[src/rtl/ksdv_pkg.sv]
// ============================================================================
// ksdv_pkg
// Shared types and constants for the k-space density to velocity block.
// ============================================================================
package ksdv_pkg;

  localparam int IDX_W      = 10;
  localparam int DATA_W     = 32;
  localparam int GRID_W     = 11;
  localparam int CFG_IDX_W  = 1;
  localparam int F_W        = 12;           // folded wavenumber, signed
  localparam int FMAG_W     = 11;           // its magnitude
  localparam int SQ_W       = 2 * FMAG_W;
  localparam int F2_W       = SQ_W + 2;     // sum of three squares
  localparam int PRE_W      = 2 * DATA_W;   // |delta| * inv_wave_step
  localparam int PART_W     = DATA_W + FMAG_W;
  localparam int NUM_W      = PRE_W + FMAG_W;
  localparam int FRAC_W     = 16;
  localparam int DIVIDEND_W = NUM_W - FRAC_W;
  localparam int Q_W        = 32;
  localparam int HI_W       = DIVIDEND_W - Q_W;
  localparam int DIV_STAGES = Q_W + 1;
  localparam int N_AXES     = 3;
  localparam int N_COMP     = 2 * N_AXES;

  localparam int MAX_GRID_DEF = 1024;

  localparam logic [CFG_IDX_W-1:0] REG_GRID_SIZE     = 1'd0;
  localparam logic [CFG_IDX_W-1:0] REG_INV_WAVE_STEP = 1'd1;

  localparam logic [GRID_W-1:0] GRID_RESET = 11'd256;
  localparam logic [DATA_W-1:0] INV_RESET  = 32'h0001_0000;

  localparam logic [Q_W-1:0] SAT_POS = 32'h7FFF_FFFF;
  localparam logic [Q_W-1:0] SAT_NEG = 32'h8000_0000;

  typedef struct packed {
    logic [IDX_W-1:0]         x_index;
    logic [IDX_W-1:0]         y_index;
    logic [IDX_W-1:0]         z_index;
    logic signed [DATA_W-1:0] delta_re;
    logic signed [DATA_W-1:0] delta_im;
  } in_t;

  typedef struct packed {
    logic signed [DATA_W-1:0] vx_re;
    logic signed [DATA_W-1:0] vx_im;
    logic signed [DATA_W-1:0] vy_re;
    logic signed [DATA_W-1:0] vy_im;
    logic signed [DATA_W-1:0] vz_re;
    logic signed [DATA_W-1:0] vz_im;
  } out_t;

  // sideband that rides along the divider
  typedef struct packed {
    logic kill;
    logic neg;
  } tag_t;

endpackage

[src/rtl/ksdv_div.sv]
// ============================================================================
// ksdv_div
// Pipelined restoring divider: overflow check in the first stage, then one quotient bit per stage.
// ============================================================================
module ksdv_div (
  input  logic                                 clk,
  input  logic                                 rst,
  input  logic                                 in_valid,
  input  logic [ksdv_pkg::DIVIDEND_W-1:0]      dividend,
  input  logic [ksdv_pkg::F2_W-1:0]            divisor,
  input  ksdv_pkg::tag_t                       in_tag,
  output logic                                 out_valid,
  output logic [ksdv_pkg::Q_W-1:0]             quotient,
  output logic                                 over,
  output ksdv_pkg::tag_t                       out_tag
);

  localparam int NS = ksdv_pkg::DIV_STAGES;

  logic                         vld  [NS];
  logic [ksdv_pkg::F2_W-1:0]    rem  [NS];
  logic [ksdv_pkg::F2_W-1:0]    dvs  [NS];
  logic [ksdv_pkg::Q_W-1:0]     low  [NS];
  logic [ksdv_pkg::Q_W-1:0]     quo  [NS];
  logic                         ovf  [NS];
  ksdv_pkg::tag_t               tag  [NS];

  // first stage: overflow check on the upper part
  always_ff @(posedge clk) begin
    if (rst) begin
      vld[0] <= 1'b0;
    end else begin
      vld[0] <= in_valid;
    end
    ovf[0] <= dividend[ksdv_pkg::DIVIDEND_W-1:ksdv_pkg::Q_W]
              >= ksdv_pkg::HI_W'(divisor);
    rem[0] <= dividend[ksdv_pkg::Q_W+ksdv_pkg::F2_W-1:ksdv_pkg::Q_W];
    low[0] <= dividend[ksdv_pkg::Q_W-1:0];
    dvs[0] <= divisor;
    quo[0] <= '0;
    tag[0] <= in_tag;
  end

  for (genvar k = 1; k < NS; k++) begin : g_stage
    logic [ksdv_pkg::F2_W:0] trial;
    logic                    fits;
    assign trial = {rem[k-1], low[k-1][ksdv_pkg::Q_W-1]};
    assign fits  = trial >= {1'b0, dvs[k-1]};

    always_ff @(posedge clk) begin
      if (rst) begin
        vld[k] <= 1'b0;
      end else begin
        vld[k] <= vld[k-1];
      end
      rem[k] <= fits ? ksdv_pkg::F2_W'(trial - {1'b0, dvs[k-1]})
                     : trial[ksdv_pkg::F2_W-1:0];
      low[k] <= {low[k-1][ksdv_pkg::Q_W-2:0], 1'b0};
      quo[k] <= {quo[k-1][ksdv_pkg::Q_W-2:0], fits};
      dvs[k] <= dvs[k-1];
      ovf[k] <= ovf[k-1];
      tag[k] <= tag[k-1];
    end
  end

  assign out_valid = vld[NS-1];
  assign quotient  = quo[NS-1];
  assign over      = ovf[NS-1];
  assign out_tag   = tag[NS-1];

endmodule

[config.mk]
export PLATFORM = sky130hd
export DESIGN_NAME = ksdv_div
export DESIGN_NICKNAME = d
export VERILOG_FILES = /design/src/rtl/ksdv_pkg.sv /design/src/rtl/ksdv_div.sv
export SDC_FILE = /design/constraint.sdc
export NUM_CORES = 2
export LEC_CHECK = 0
export BUFFER_PORTS_ARGS = -buffer_cell sky130_fd_sc_hd__clkbuf_2
export CAP_MARGIN = 10
export CORE_ASPECT_RATIO = 0.75
export CORE_MARGIN = 4
export CORE_UTILIZATION = 60
export DETAILED_ROUTE_END_ITERATION = 6
export PLACE_DENSITY = 0.76
export SLEW_MARGIN = 20
export SYNTH_ARGS = -nofsm -noshare
export SYNTH_HDL_FRONTEND = slang
export SYNTH_SLANG_ARGS = --single-unit
[constraint.sdc]
create_clock -name clk -period 4.1 [get_ports clk]
set_clock_uncertainty 0.05 [all_clocks]
set_input_delay 0.41 -clock clk [delete_from_list [all_inputs] [get_ports clk]]
set_output_delay 0.41 -clock clk [all_outputs]
set_load 0.01 [all_outputs]
Word level (Yosys, flattened, before mapping)
Memories as Yosys holds them, arrays and structs flattened.
Index checks and enable logic that the tools add are counted.
Operators by class
  $add $sub $neg: 32
  $lt $le $gt $ge: 33
  mux-type cells: 68
  bitwise operators: 33
Operators with widths (count)
  $ge A25 B24 Y1: 32
  $mux W24: 32
  $sub A24 B24 Y24: 32
  $mux W1: 36
  $or A1 B1 Y1: 33
  $ge A27 B24 Y1: 1
Storage, ports and cells
  flip-flop bits (word level): 0
  RAM bits: 3828
  input port bits: 88
  word-level logic and storage cells: 173
  memories: 7
Memories
  low: depth 33, width 32, rd ports 32, clocked after memory_dff 0, write ports 33, RTL line ksdv_div.sv:23  | logic [ksdv_pkg::Q_W-1:0] low [NS];
  quo: depth 33, width 32, rd ports 33, clocked after memory_dff 0, write ports 33, RTL line ksdv_div.sv:24  | logic [ksdv_pkg::Q_W-1:0] quo [NS];
  dvs: depth 33, width 24, rd ports 32, clocked after memory_dff 0, write ports 33, RTL line ksdv_div.sv:22  | logic [ksdv_pkg::F2_W-1:0] dvs [NS];
  rem: depth 33, width 24, rd ports 32, clocked after memory_dff 0, write ports 33, RTL line ksdv_div.sv:21  | logic [ksdv_pkg::F2_W-1:0] rem [NS];
  tag: depth 33, width 2, rd ports 33, clocked after memory_dff 0, write ports 33, RTL line ksdv_div.sv:26  | ksdv_pkg::tag_t tag [NS];
  ovf: depth 33, width 1, rd ports 33, clocked after memory_dff 0, write ports 33, RTL line ksdv_div.sv:25  | logic ovf [NS];
  +1 memories

Logic depth before layout (Yosys ltp)
  depth in word-level cells: 3
  mapped depth: 15
  mapped depth without buffers: 14

Worst setup path before layout
No wires, ideal clock.
  path kind: register to register
  start point: mem dvs[0][529] in the netlist's numbering
  end point: mem rem[0][568] in the netlist's numbering
  arrival: 3.035 ns
  slack: 0.894 ns
  cell stages (with the launch flop): 14
  cells stage by stage: dfxtp_1 -> inv_1 -> ha_1 -> nor2b_1 -> o21ai_2 -> a21boi_1 -> o41ai_2 -> o21ai_1 -> a311o_1 -> a2111oi_2 -> nor2_1 -> a41oi_4 -> buf_6 -> mux2_2
RTL lines (RTL line)
  start, declared: ksdv_div.sv:22
  end, declared: ksdv_div.sv:21

==> summary.txt <==
Final layout
  • Register Area: 0.0545 mm^2
  • Fill count: 13015
  • Final nets: 11201
  • N_diodes: 0
  • Multi-input logic area: 0.0437 mm^2
  • Commonest non-fill, non-tap cell in the layout: dfxtp_1
  • Most frequent cells in the layout: 2724 x dfxtp_1, 1011 x inv_1, 792 x ha_1
  • Layout area overhead: 12.1%
  • Layout cells sized above 1: 9.30%

Clock tree
  • CTS max path bufs: 3
  • CTS root buf: clkbuf_16
  • CTS tree: done
  • Num CTS Buffers: 234
  • # Post-CTS Setup Buffers: 0
  • H-tree Lvls: 4
  • CTS sink cnt: 2724
  • Clock-pin slew on the worst setup and hold paths: 0.06 ns
  • Worst-Skew Late Latency: 0.87 ns

Run status
  • Outcome: complete, no violations

Worst hold path
  • Worst hold start: rst
  • WHS Endpoint: vld[6]
  • Hold path depth: 2
  • Worst Hold Class: input port to register

Drt
  • Detailed-route wire length per cell: 17.0 um
  • Final WL: 217000 um
  • Initial DRC Count: 5188
  • Vias per cell: 5.48
  • DRT antenna net count: 0
  • Vias: 69832
  • Drc violations: 0
  • TritonRoute pass-1 iters: 6

Power and ir drop
  • Peak supply drop: 0.515 mV
  • Switching share of power: 36.0%
  • Comb power frac: 41.6%
  • Lkg Pwr: 53.2 nW
  • Power density over cell area: 907 mW/mm^2
  • Sequential power share: 36.4%
  • Total power: 0.104 W
  • Clock power share: 22.0%
  • Cell-internal power: 0.0669 W
  • Switch Pwr: 0.0376 W

Die
  • Core area: 0.170 mm^2
  • Die ar.: 0.178 mm^2
  • Initial core utilization: 60.4%
  • Die width: 486 um
  • Die H: 366 um
  • I/O pin cnt: 124
  • Row cnt: 131

Synthesis
  • Synthesized area per cell: 10.3 um^2
  • Synth Warn #: 0
  • Async S/R FF share, synth: 0%
  • Post-Syn Area: 0.103 mm^2
  • Post-synthesis cell count: 9974
  • Synth Flop Type: dfxtp_1
  • Yosys cell types: 100
  • #FFs+latches synth: 2724
  • Sequential element share of the synthesized area: 53.1%
  • Mapped Nets: 10885
  • EDFF count, synth: 0

Setup path
  • Critical path class: register to register
  • Critical path depth: 13
  • Crit path arrival time: 4.51 ns
  • Worst-path cell chain: inv_1 > ha_1 > nor2b_1 > o21a_1 > o21ai_0 > a21oi_1 > a21oi_1 > o41a_1 > o31ai_1 > nor4_1 > o21ai_2 > buf_4 > mux2_2
  • R2R cell count: 13
  • Top cell by count, worst path: a21oi_1
  • Worst path bufs/invs: 2
  • RR Startpoint: dvs[0][217]
  • Worst path max stage delay: 0.51 ns
  • WP data required: 4.80 ns
  • Critical Path End Type: register
  • CP max stage cell: o31ai_1
  • CP delay by family, top: compound AO/OA/AOI/OAI gates
  • Critical R2R Capture: rem[0][243]
  • CP Max Fanout: 24
  • R2R Setup Slk: 0.28 ns
  • Worst Setup Start Kind: register

Timing
  • Setup violators final: 0
  • Slew @ Worst Pin: 0.896 ns
  • Slew HR: 38.7%
  • Post-route clock period utilization: 93.1%
  • RSZ-0062 raised after global routing: no
  • WHS: 0.0756 ns
  • Final hold viol count: 0
  • Fin crit period: 3.82 ns
  • Peak Freq: 262 MHz
  • Pins Over Slew Limit: 0
  • Setup TNS: 0 ns

Global route
  • Initial antenna violation count: 2
  • Vias in the first global route: 68237
  • First-pass GRT wire length: 350000 um
  • Global route overflow: 0
  • Largest net degree at the start of global routing: 48
  • Total global-route track usage: 23.8%

Placement
  • Routability cong.: 0.946
  • PortBufs: 123
  • Post-DP HPWL: 161000 um

Flow run
  • Max cap viols: 0
worst register-to-register path, cell delays in order, from the launching register on:
cell and delay (ns):
dfxtp_1 0.50, inv_1 0.08, ha_1 0.30, nor2b_1 0.13, o21a_1 0.13, o21ai_0 0.12
a21oi_1 0.21, a21oi_1 0.16, o41a_1 0.48, o31ai_1 0.51, nor4_1 0.13, o21ai_2 0.16
buf_4 0.33, mux2_2 0.41
flip-flops by register name, indices dropped and copies added (netlist names):
| name | cells |
|---|---|
| dvs | 768 |
| low | 528 |
| ovf | 33 |
| quo | 528 |
| rem | 768 |
| tag | 66 |
| vld | 33 |
metrics by stage:
step	utilization [%]	cell area [um^2]	std cells	setup WS [ns]
4_1_cts	67.7	115000	12749	0.233
2_1_floorplan	-	103000	9974	0.894
5_1_grt	67.7	115000	12750	0.0398
3_5_place_dp	62.3	106000	12229	0.254
6_report	67.7	115000	12750	0.283
3_3_place_gp	62.3	106000	12229	0.325
kinds of logic after synthesis:
| group | synth area share, % |
|---|---|
| adders and majority gates | 10.2 |
| AOI/OAI and AO/OA | 14.2 |
| xor gates and xnor gates | 4.95 |
| buffers and inverters | 4.55 |
| DFF | 53.1 |
| and+or+nand+nor | 9.38 |
| muxes | 3.64 |
what timing repair did:
item	CTS	global route
hold buffers	85	0
resized for setup	0	1
endpoints found under the setup margin	0	14
hold endpoints to repair	84	0
how the worst max path moves through the flow:
stage | startpoint | endpoint | slack [ns]
2_1_floorplan | dvs[0][529] | rem[0][568] | 0.89
3_3_place_gp | dvs[0][625] | rem[0][650] | 0.33
3_5_place_dp | dvs[0][577] | rem[0][603] | 0.25
4_1_cts | dvs[0][577] | rem[0][603] | 0.23
5_1_grt | dvs[0][625] | rem[0][657] | 0.04
6_report | dvs[0][217] | rem[0][243] | 0.28
cell type report:
cell class	count	area share (%)
well taps	2261	2.46
inverters	1011	3.29
repair buffers	279	1.81
flip-flops and latches	2724	47.3
clock buffers	322	5.80
clock inverters	113	1.41
multi-input cells	6040	37.9
routing by layer:
layer,GRT usage [%],up-vias,wire [um]
met5,0,-,0
met4,5.97,0,4670
met3,4.54,369,15000
met2,38.3,2043,97600
met1,33.1,32667,99600
li1,-,34753,-
power groups by stage:
stage	clock network (W)	logic [W]	registers, W
floorplan	0	0.0339	0.0366
global placement	0	0.0412	0.0385
detailed placement	0	0.0424	0.0385
CTS	0.0235	0.0430	0.0381
global route	0.0246	0.0484	0.0386
finish	0.0230	0.0435	0.0380
synthesized netlist by cell type (15+ instances only):
| cell | instances | area [um^2] |
|---|---|---|
| dfxtp_1 | 2724 | 54500 |
| inv_1 | 1011 | 3790 |
| ha_1 | 792 | 9910 |
| a21oi_1 | 694 | 3470 |
| nand2_1 | 565 | 2120 |
| o21ai_0 | 561 | 2810 |
| nor2_1 | 532 | 2000 |
| xnor2_1 | 370 | 3240 |
| a21o_1 | 361 | 2710 |
| mux2_2 | 265 | 2980 |
| xor2_1 | 211 | 1850 |
| nor2b_1 | 164 | 1030 |
| clkbuf_1 | 148 | 556 |
| nand3_1 | 142 | 711 |
| nor3_1 | 115 | 576 |
| nand2b_1 | 112 | 701 |
| nand4_1 | 109 | 682 |
| o21a_1 | 100 | 751 |
| a31oi_1 | 71 | 444 |
| a211oi_1 | 67 | 503 |
| o21bai_1 | 59 | 443 |
| and3_1 | 58 | 363 |
| or3_1 | 44 | 275 |
| o31ai_1 | 43 | 323 |
| a21boi_0 | 33 | 248 |
| a211o_1 | 32 | 280 |
| mux2i_1 | 32 | 320 |
| buf_2 | 31 | 155 |
| fa_1 | 31 | 621 |
| or2_2 | 30 | 188 |
| o211ai_1 | 26 | 195 |
| and2_1 | 22 | 138 |
| nor4_1 | 22 | 138 |
| o2111ai_1 | 21 | 184 |
| o21ai_1 | 20 | 100 |
| a31o_2 | 19 | 166 |
| mux2_4 | 19 | 285 |
| nand3b_1 | 18 | 135 |
| nor3b_1 | 18 | 135 |
| a2111oi_0 | 17 | 149 |
| a311oi_1 | 16 | 140 |
| a221o_1 | 15 | 150 |
| a221oi_1 | 15 | 131 |
(Power assumes the default switching activity.)
